$ cat src/design/dbas_pkg.sv
// dbas_pkg: shared types and constants for the decimal add/subtract block
// used by dbas_ctrl, dbas_dp and decimal_bignum_add_sub_top; no dependencies
package dbas_pkg;

	localparam int MAX_DIGITS_DEF = 32;
	localparam logic [4:0] DEC_BASE = 5'd10;
	localparam logic [3:0] DIGIT_MAX = 4'd9;

	typedef enum logic [2:0] {
		ST_IDLE,
		ST_CHECK,
		ST_CMP_RD,
		ST_CMP_USE,
		ST_ARI_RD,
		ST_ARI_USE,
		ST_FIX,
		ST_EMIT
	} dbas_state_t;

	// commands from controller to datapath
	typedef struct packed {
		logic load;
		logic init;
		logic rd;
		logic rd_rev;
		logic cmp_use;
		logic ari_use;
		logic fix;
		logic emit;
		logic err;
	} dbas_cmd_t;

	// status from datapath to controller
	typedef struct packed {
		logic run_req;
		logic len_zero;
		logic op_sub;
		logic last_step;
		logic emit_last;
	} dbas_sts_t;

endpackage

$ cat src/design/dbas_ctrl.sv
// dbas_ctrl: sequencer for loading, compare, digit arithmetic and emission
// depends on dbas_pkg
module dbas_ctrl import dbas_pkg::*; (
	input  logic       clk,
	input  logic       arst_n,
	input  logic       start,
	input  dbas_sts_t  sts,
	output dbas_cmd_t  cmd,
	output logic       busy
);

	dbas_state_t state_q, state_d;

	always_ff @(posedge clk or negedge arst_n) begin
		if (!arst_n) begin
			state_q <= ST_IDLE;
		end else begin
			state_q <= state_d;
		end
	end

	always_comb begin
		state_d = state_q;
		cmd = '0;
		busy = 1'b1;
		unique case (state_q)
			ST_IDLE: begin
				busy = 1'b0;
				if (start) begin
					cmd.load = 1'b1;
					if (sts.run_req) begin
						state_d = ST_CHECK;
					end
				end
			end
			ST_CHECK: begin
				if (sts.len_zero) begin
					cmd.err = 1'b1;
					state_d = ST_IDLE;
				end else begin
					cmd.init = 1'b1;
					state_d = sts.op_sub ? ST_CMP_RD : ST_ARI_RD;
				end
			end
			ST_CMP_RD: begin
				cmd.rd = 1'b1;
				cmd.rd_rev = 1'b1;
				state_d = ST_CMP_USE;
			end
			ST_CMP_USE: begin
				cmd.cmp_use = 1'b1;
				state_d = sts.last_step ? ST_ARI_RD : ST_CMP_RD;
			end
			ST_ARI_RD: begin
				cmd.rd = 1'b1;
				state_d = ST_ARI_USE;
			end
			ST_ARI_USE: begin
				cmd.ari_use = 1'b1;
				state_d = sts.last_step ? ST_FIX : ST_ARI_RD;
			end
			ST_FIX: begin
				cmd.fix = 1'b1;
				state_d = ST_EMIT;
			end
			ST_EMIT: begin
				cmd.emit = 1'b1;
				if (sts.emit_last) begin
					state_d = ST_IDLE;
				end
			end
			default: begin
				state_d = ST_IDLE;
			end
		endcase
	end

endmodule

$ cat src/design/dbas_dp.sv
// dbas_dp: operand stores, digit compare/add/subtract unit, result store
// depends on dbas_pkg; driven by dbas_ctrl commands
module dbas_dp import dbas_pkg::*; #(
	parameter int MaxDigits = MAX_DIGITS_DEF
) (
	input  logic       clk,
	input  logic       arst_n,
	input  dbas_cmd_t  cmd,
	output dbas_sts_t  sts,
	input  logic       operand_sel,
	input  logic [3:0] digit_value,
	input  logic       last_digit,
	input  logic       operation,
	output logic [3:0] result_digit,
	output logic       negative,
	output logic       last_of_run,
	output logic       carry_lost,
	output logic       format_error,
	output logic       strobe
);

	localparam int LW  = $clog2(MaxDigits + 1);
	localparam int AW  = (MaxDigits > 1) ? $clog2(MaxDigits) : 1;
	localparam int RAW = $clog2(MaxDigits + 1);
	localparam int RLW = $clog2(MaxDigits + 2);

	logic [3:0] mem_a [MaxDigits];
	logic [3:0] mem_b [MaxDigits];
	logic [3:0] mem_r [MaxDigits + 1];

	logic [LW-1:0]  len_a_q, len_b_q, p_q, nz_q;
	logic [RLW-1:0] rlen_q, k_q;
	logic [3:0]     rd_a_q, rd_b_q;
	logic           va_q, vb_q;
	logic           op_q, neg_q, dec_q, carry_q, lost_q;

	logic [LW-1:0]  maxlen, last_pos, pos, addr_a_full, addr_b_full;
	logic [RLW-1:0] emit_idx;
	logic [RAW-1:0] wr_addr;
	logic           digit_ok, room_a, room_b, wr_en, room_carry;
	logic [3:0]     xa, yb, big, sml, d_new, wr_data;
	logic [4:0]     zsum, tsub;
	logic           sum_ge, lt, c_new;

	assign digit_ok = digit_value <= DIGIT_MAX;
	assign room_a = len_a_q < LW'(MaxDigits);
	assign room_b = len_b_q < LW'(MaxDigits);

	assign maxlen = (len_a_q > len_b_q) ? len_a_q : len_b_q;
	assign last_pos = maxlen - LW'(1);
	// compare walks from the most significant weight down
	assign pos = cmd.rd_rev ? (last_pos - p_q) : p_q;
	assign addr_a_full = len_a_q - LW'(1) - pos;
	assign addr_b_full = len_b_q - LW'(1) - pos;
	assign room_carry = maxlen < LW'(MaxDigits);

	assign xa = va_q ? rd_a_q : 4'd0;
	assign yb = vb_q ? rd_b_q : 4'd0;
	assign big = neg_q ? yb : xa;
	assign sml = neg_q ? xa : yb;

	always_comb begin
		zsum = {1'b0, big} + {1'b0, sml} + {4'd0, carry_q};
		sum_ge = zsum >= DEC_BASE;
		tsub = {1'b0, sml} + {4'd0, carry_q};
		lt = {1'b0, big} < tsub;
		if (op_q) begin
			d_new = lt ? 4'({1'b0, big} + DEC_BASE - tsub) : 4'({1'b0, big} - tsub);
			c_new = lt;
		end else begin
			d_new = sum_ge ? 4'(zsum - DEC_BASE) : zsum[3:0];
			c_new = sum_ge;
		end
	end

	assign emit_idx = rlen_q - RLW'(1) - k_q;
	assign wr_en = cmd.ari_use || (cmd.fix && !op_q && carry_q && room_carry);
	assign wr_addr = cmd.ari_use ? p_q[RAW-1:0] : maxlen[RAW-1:0];
	assign wr_data = cmd.ari_use ? d_new : 4'd1;

	assign sts.run_req = operand_sel && last_digit;
	assign sts.len_zero = (len_a_q == '0) || (len_b_q == '0);
	assign sts.op_sub = op_q;
	assign sts.last_step = p_q == last_pos;
	assign sts.emit_last = k_q == (rlen_q - RLW'(1));

	// operand stores
	always_ff @(posedge clk) begin
		if (cmd.load && digit_ok && !operand_sel && room_a) begin
			mem_a[len_a_q[AW-1:0]] <= digit_value;
		end
		if (cmd.load && digit_ok && operand_sel && room_b) begin
			mem_b[len_b_q[AW-1:0]] <= digit_value;
		end
		if (cmd.rd) begin
			rd_a_q <= mem_a[addr_a_full[AW-1:0]];
			rd_b_q <= mem_b[addr_b_full[AW-1:0]];
		end
	end

	// result store
	always_ff @(posedge clk) begin
		if (wr_en) begin
			mem_r[wr_addr] <= wr_data;
		end
		if (cmd.emit) begin
			result_digit <= mem_r[emit_idx[RAW-1:0]];
		end else if (cmd.err) begin
			result_digit <= 4'd0;
		end
	end

	always_ff @(posedge clk or negedge arst_n) begin
		if (!arst_n) begin
			len_a_q <= '0;
			len_b_q <= '0;
			op_q <= 1'b0;
			va_q <= 1'b0;
			vb_q <= 1'b0;
			p_q <= '0;
			nz_q <= '0;
			rlen_q <= '0;
			k_q <= '0;
			neg_q <= 1'b0;
			dec_q <= 1'b0;
			carry_q <= 1'b0;
			lost_q <= 1'b0;
		end else begin
			if (cmd.load) begin
				if (digit_ok && !operand_sel && room_a) begin
					len_a_q <= len_a_q + LW'(1);
				end
				if (digit_ok && operand_sel && room_b) begin
					len_b_q <= len_b_q + LW'(1);
				end
				if (operand_sel && last_digit) begin
					op_q <= operation;
				end
			end
			if (cmd.err || cmd.fix) begin
				len_a_q <= '0;
				len_b_q <= '0;
			end
			if (cmd.init) begin
				p_q <= '0;
				nz_q <= '0;
				neg_q <= 1'b0;
				dec_q <= 1'b0;
				carry_q <= 1'b0;
				lost_q <= 1'b0;
			end
			if (cmd.rd) begin
				va_q <= pos < len_a_q;
				vb_q <= pos < len_b_q;
			end
			if (cmd.cmp_use) begin
				// first differing digit from the top decides the sign
				if (!dec_q && xa != yb) begin
					dec_q <= 1'b1;
					neg_q <= xa < yb;
				end
				p_q <= sts.last_step ? '0 : p_q + LW'(1);
			end
			if (cmd.ari_use) begin
				carry_q <= c_new;
				if (d_new != 4'd0) begin
					nz_q <= p_q + LW'(1);
				end
				p_q <= p_q + LW'(1);
			end
			if (cmd.fix) begin
				k_q <= '0;
				if (op_q) begin
					rlen_q <= (nz_q == '0) ? RLW'(1) : RLW'(nz_q);
				end else if (carry_q && room_carry) begin
					rlen_q <= RLW'(maxlen) + RLW'(1);
				end else begin
					rlen_q <= RLW'(maxlen);
					lost_q <= carry_q;
				end
			end
			if (cmd.emit) begin
				k_q <= k_q + RLW'(1);
			end
		end
	end

	// result flags line up with the registered digit read
	always_ff @(posedge clk or negedge arst_n) begin
		if (!arst_n) begin
			strobe <= 1'b0;
			last_of_run <= 1'b0;
			negative <= 1'b0;
			carry_lost <= 1'b0;
			format_error <= 1'b0;
		end else begin
			strobe <= cmd.emit || cmd.err;
			last_of_run <= cmd.err || (cmd.emit && sts.emit_last);
			negative <= cmd.emit && neg_q;
			carry_lost <= cmd.emit && lost_q;
			format_error <= cmd.err;
		end
	end

endmodule

$ cat src/design/decimal_bignum_add_sub_top.sv
// decimal_bignum_add_sub_top: multi-digit decimal adder/subtractor
// depends on dbas_pkg, dbas_ctrl, dbas_dp
//
// usage: a word (one operand digit) is taken at a clock edge with start high
// and busy low. operand_sel picks A or B, digits arrive most significant first.
// digits above nine are ignored; digits past MaxDigits per operand are dropped.
// the word with operand_sel=1 and last_digit=1 starts the run, operation
// (0 add, 1 subtract) is taken from that word. busy is high during the run.
// a run passes a check state, then a compare pass over the digits of the
// longer operand (subtract only) and an arithmetic pass, each digit read
// in a RD state and used in a USE state, set by the registered read of the
// operand stores, then a fix-up state and the registered result store
// read, then one result word per cycle.
// an empty operand gives one format_error word, registered from the check
// state that follows the closing word.
// results appear for one cycle each, marked by strobe, most significant
// first; last_of_run flags the final one. the receiver cannot stall.
// reset empties both operands and drops any run in progress; the digit
// stores themselves are not cleared, only their lengths.
module decimal_bignum_add_sub_top import dbas_pkg::*; #(
	parameter int MaxDigits = MAX_DIGITS_DEF
) (
	input  logic       clk,
	input  logic       arst_n,
	input  logic       start,
	output logic       busy,
	input  logic       operand_sel,
	input  logic [3:0] digit_value,
	input  logic       last_digit,
	input  logic       operation,
	output logic       strobe,
	output logic [3:0] result_digit,
	output logic       negative,
	output logic       last_of_run,
	output logic       carry_lost,
	output logic       format_error
);

	dbas_cmd_t cmd;
	dbas_sts_t sts;

	dbas_ctrl u_ctrl (
		.clk    (clk),
		.arst_n (arst_n),
		.start  (start),
		.sts    (sts),
		.cmd    (cmd),
		.busy   (busy)
	);

	dbas_dp #(
		.MaxDigits (MaxDigits)
	) u_dp (
		.clk          (clk),
		.arst_n       (arst_n),
		.cmd          (cmd),
		.sts          (sts),
		.operand_sel  (operand_sel),
		.digit_value  (digit_value),
		.last_digit   (last_digit),
		.operation    (operation),
		.result_digit (result_digit),
		.negative     (negative),
		.last_of_run  (last_of_run),
		.carry_lost   (carry_lost),
		.format_error (format_error),
		.strobe       (strobe)
	);

endmodule

$ cat config.mk
export PLATFORM = sky130hd
export DESIGN_NAME = decimal_bignum_add_sub_top
export DESIGN_NICKNAME = d
export VERILOG_FILES = /design/src/design/dbas_pkg.sv /design/src/design/dbas_ctrl.sv /design/src/design/dbas_dp.sv /design/src/design/decimal_bignum_add_sub_top.sv
export SDC_FILE = /design/constraint.sdc
export NUM_CORES = 1
export LEC_CHECK = 0
export BUFFER_PORTS_ARGS = -buffer_cell sky130_fd_sc_hd__buf_4
export CORE_MARGIN = 2
export CORE_UTILIZATION = 45
export DETAILED_ROUTE_END_ITERATION = 8
export GPL_TIMING_DRIVEN = 0
export SLEW_MARGIN = 20
export SYNTH_ARGS = -nofsm -noshare
export SYNTH_HDL_FRONTEND = slang
export SYNTH_SLANG_ARGS = --single-unit
$ cat constraint.sdc
create_clock -name clk -period 6.25 [get_ports clk]
set_input_delay 1.25 -clock clk [delete_from_list [all_inputs] [get_ports clk]]
set_output_delay 1.25 -clock clk [all_outputs]
set_load 0.005 [all_outputs]
==> metrics.md <==
| Metric | Value |
|---|---|
| Crit-path max FO | 10 |
| GRT overflow | 0 |
| Via-to-Cell Ratio | 5.63 |
| Routability cong. | 0.896 |
| Slowest cell delay on critical path | 0.65 ns |
| Final-report hold violation count | 0 |
| Startpoint types | register |
| Internal | 4.86 mW |
| WP depth | 16 |
| Fin. max-slew vios | 0 |
| Final Cycle Share | 95.4% |
| Slowest CP cell | fa_1 |
| Syn Area/Cell | 15.8 um2 |
| First-pass GRT wire length | 69,700 um |
| DIE WIDTH | 218 um |
| Fmax | 0.168 GHz |
| Rows | 78 |
| Crit path DAT | 6.29 ns |
| Layout cells sized above 1 | 19.0% |
| Vias in the first global route | 11,700 |
| Outcome | completed |
| Final HPWL DP | 31,200 um |
| Hold Path Stages | 2 |
| Largest net degree at the start of global routing | 66 |
| Cell Area, Synth | 20,600 um2 |
| VDD IR-drop max | 0.000238 V |
| Setup Buffers After CTS | 0 |
| Most used cells in the layout excluding fill and tap cells | edfxtp_1, nor2_1, mux4_2, nand2_1, ha_1 |
| Via count | 11,400 |
| Max-capacitance violation count | 0 |
| Die Area | 47,600 um2 |
| Prevailing post-synth register cell | edfxtp_1 |
| Post-synthesis sequential area ratio | 64.4% |
| DR WL/cell | 22.2 um |
| CTS tree | yes |
| Pwr dens | 261 nW/um2 |
| Fraction of registers with async set/reset | 11.3% |
| Die height | 218 um |
| Drc violations | 0 |
| Relative slew slack | 26.0% |
| Maximum clock insertion buffer count | 3 |
| WS Path Type | register to register |
| Most common cell after layout, fill and taps aside | edfxtp_1 |
| CTS H-tree lvls | 2 |
| Worst path cell trace | clkbuf_2 -> clkinv_2 -> ha_1 -> and4_4 -> and3_4 -> a31oi_4 -> mux2i_1 -> ha_1 -> fa_1 -> a21oi_2 -> inv_1 -> fa_1 -> clkbuf_4 -> mux4_2 -> mux4_2 -> mux2_2 |
| Initial Utilization | 45.6% |
| Worst Setup End Kind | register |
| CTS clk-pin slew, worst paths | 0.06 ns |
| Root buffer cell | clkbuf_16 |
| Req. time, crit path | 6.58 ns |
| Worst Hold Class | register to register |
| Sw Ratio | 19.8% |
| Layout overhead on the synthesized area | 12.6% |
| Worst Hold Slack | 0.481 ns |
| Leak pwr | 7.90 nW |
| Gate Count Post-Synth | 1,309 |
| Worst-Skew Late Latency | 0.59 ns |
| First drt pass iteration count | 5 |
| Yosys cell types | 78 |
| Reg2reg path depth | 16 |
| Syn nets | 1,393 |
| Final min period | 5.96 ns |
| Final Skew | 0.0310 ns |
| All-Layer GR Usage | 19.4% |
| Antenna diode count | 0 |
| I/O pin cnt | 20 |
| Initial antenna violation count | 0 |
| Seq cells post-synth | 451 |
| Hold-fix buffers at CTS | 0 |
| Clk sink count | 451 |
| Post-route ant nets | 0 |
| Fill cell count | 3,810 |
| CP delay by family, top | adder cells |
| Post-synth EDFFs | 400 |
| Pwr Total | 6.06 mW |
| Worst Max-Slew Pin Slew | 1.11 ns |
| Combinational share of power | 0.6% |
| Total Nets Final | 1,464 |
| Setup_tns | 0 ns |
| Synth warn | 0 |
| Setup violators final | 0 |
| Number of DRC markers in iteration 0 | 913 |
| Psw | 1.20 mW |
| Port bufs | 19 |
| CTS Buf Count | 48 |
| Post-Route WL | 44,900 um |
| Core box area | 45,300 um2 |
| Sequential cell fraction of total power | 53.9% |
| Clock power share | 45.5% |
| Buf/Inv on CP | 4 |
[path summary, 6_finish.rpt]
kind	from	endpoint	slack [ns]
max	u_dp.len_b_q[2]	u_dp.rd_b_q[0]	0.29
min	u_dp.dec_q	u_dp.dec_q	0.48
max reg2reg	u_dp.len_b_q[2]	u_dp.rd_b_q[0]	0.29
min reg2reg	u_dp.dec_q	u_dp.dec_q	0.48
max in group asynchronous	arst_n	u_dp.len_b_q[4]	4.99
min in group asynchronous	arst_n	u_dp.strobe	0.72
[final cells by class]
type                            instances  area [um2]  area share, %
Clock buffer                           61        1250           5.38
Timing Repair Buffer                   23         204          0.877
Tap cell                              600         751           3.23
Buffer                                 43         219          0.942
Inverter                               56         213          0.915
Clock inverter                         28         268           1.15
Sequential cell                       451       13300           57.2
Multi-Input combinational cell        757        7050           30.3
[synthesized netlist by cell type, types with 4 or more instances]
| cell type | instances | area [um2] |
|---|---|---|
| edfxtp_1 | 400 | 12000 |
| nor2_1 | 135 | 507 |
| mux4_2 | 116 | 2610 |
| nand2_1 | 68 | 255 |
| ha_1 | 66 | 826 |
| dfrtp_1 | 51 | 1280 |
| inv_1 | 49 | 184 |
| nand3_1 | 45 | 225 |
| a21oi_1 | 32 | 160 |
| o21ai_0 | 32 | 160 |
| xnor2_1 | 29 | 254 |
| clkbuf_1 | 28 | 105 |
| nor3_1 | 23 | 115 |
| mux2i_1 | 22 | 220 |
| mux2_2 | 13 | 146 |
| nor2b_1 | 13 | 81.3 |
| o21a_1 | 11 | 82.6 |
| o21ai_1 | 10 | 50.1 |
| nand4_1 | 9 | 56.3 |
| a2111oi_0 | 8 | 70.1 |
| a21o_1 | 8 | 60.1 |
| buf_1 | 8 | 30.0 |
| fa_1 | 8 | 160 |
| xor2_1 | 8 | 70.1 |
| a211oi_1 | 7 | 52.6 |
| buf_2 | 7 | 35.0 |
| nand2b_1 | 7 | 43.8 |
| nor4_1 | 7 | 43.8 |
| and3_1 | 6 | 37.5 |
| o31a_1 | 6 | 52.6 |
| or3_1 | 6 | 37.5 |
| clkinv_1 | 5 | 18.8 |
| o31ai_1 | 5 | 37.5 |
| a31oi_1 | 4 | 25.0 |
[cell families (layout without fill, tap and decap cells)]
family	count (synthesis)	in the layout	synth area share, %
AND/OR/NAND/NOR	341	341	7.77
multiplexers	151	151	14.4
buffers and inverters	101	211	1.95
AO/OA/AOI/OAI	154	154	5.12
XOR/XNOR	37	37	1.57
adder cells (fa/ha/maj)	74	74	4.78
flip-flops	451	451	64.4
[timing repair]
action                                  in CTS  in global routing
endpoints found under the setup margin       8                  8
pin swaps                                    0                  0
hold endpoints to repair                     0                  0
gates resized for setup                     17                 22
[worst min-delay path, stage by stage, from the launching register on]
cell,delay [ns]
dfrtp_1,0.35
nand2_1,0.05
nand2_1,0.05
[state kept, by name (all words and copies together), names as in the netlist, 3 cells and up]
register	flops
u_dp.result_digit	4
u_dp.mem_r	132
u_dp.p_q	6
u_dp.rlen_q	6
u_dp.len_a_q	6
u_dp.rd_a_q	4
u_dp.mem_a	128
u_dp.len_b_q	6
u_dp.nz_q	6
u_dp.k_q	6
u_dp.rd_b_q	4
u_dp.mem_b	128
u_ctrl.state_q	3
[metal layers]
| layer | vias to the layer above | track usage, % | share of wire, % |
|---|---|---|---|
| met1 | 5776 | 27.0 | 45 |
| li1 | 5264 | - | - |
| met3 | 65 | 2.67 | 4.5 |
| met5 | - | 0 | 0 |
| met2 | 257 | 32.0 | 49 |
| met4 | 0 | 5.53 | 2.1 |
[stage by stage]
step	std cells	instance area (um2)	setup WS, ns	util [%]
global route	2019	23200	-0.00200	51.3
floorplan	1309	20600	0.487	-
CTS	2019	23200	0.0246	51.2
global placement	1928	21500	-0.853	47.6
detailed placement	1932	21600	-0.907	47.8
finish	2019	23200	0.286	51.3
[power groups by stage]
stage	Clock (mW)	Combinational, mW	Sequential, mW
detailed placement	0	0.0399	3.33
CTS	2.82	0.0398	3.26
global placement	0	0.0377	3.33
finish	2.76	0.0379	3.26
global route	2.93	0.0433	3.26
floorplan	0	0.000536	3.33
No activity file was read; power rests on OpenSTA's default activity.
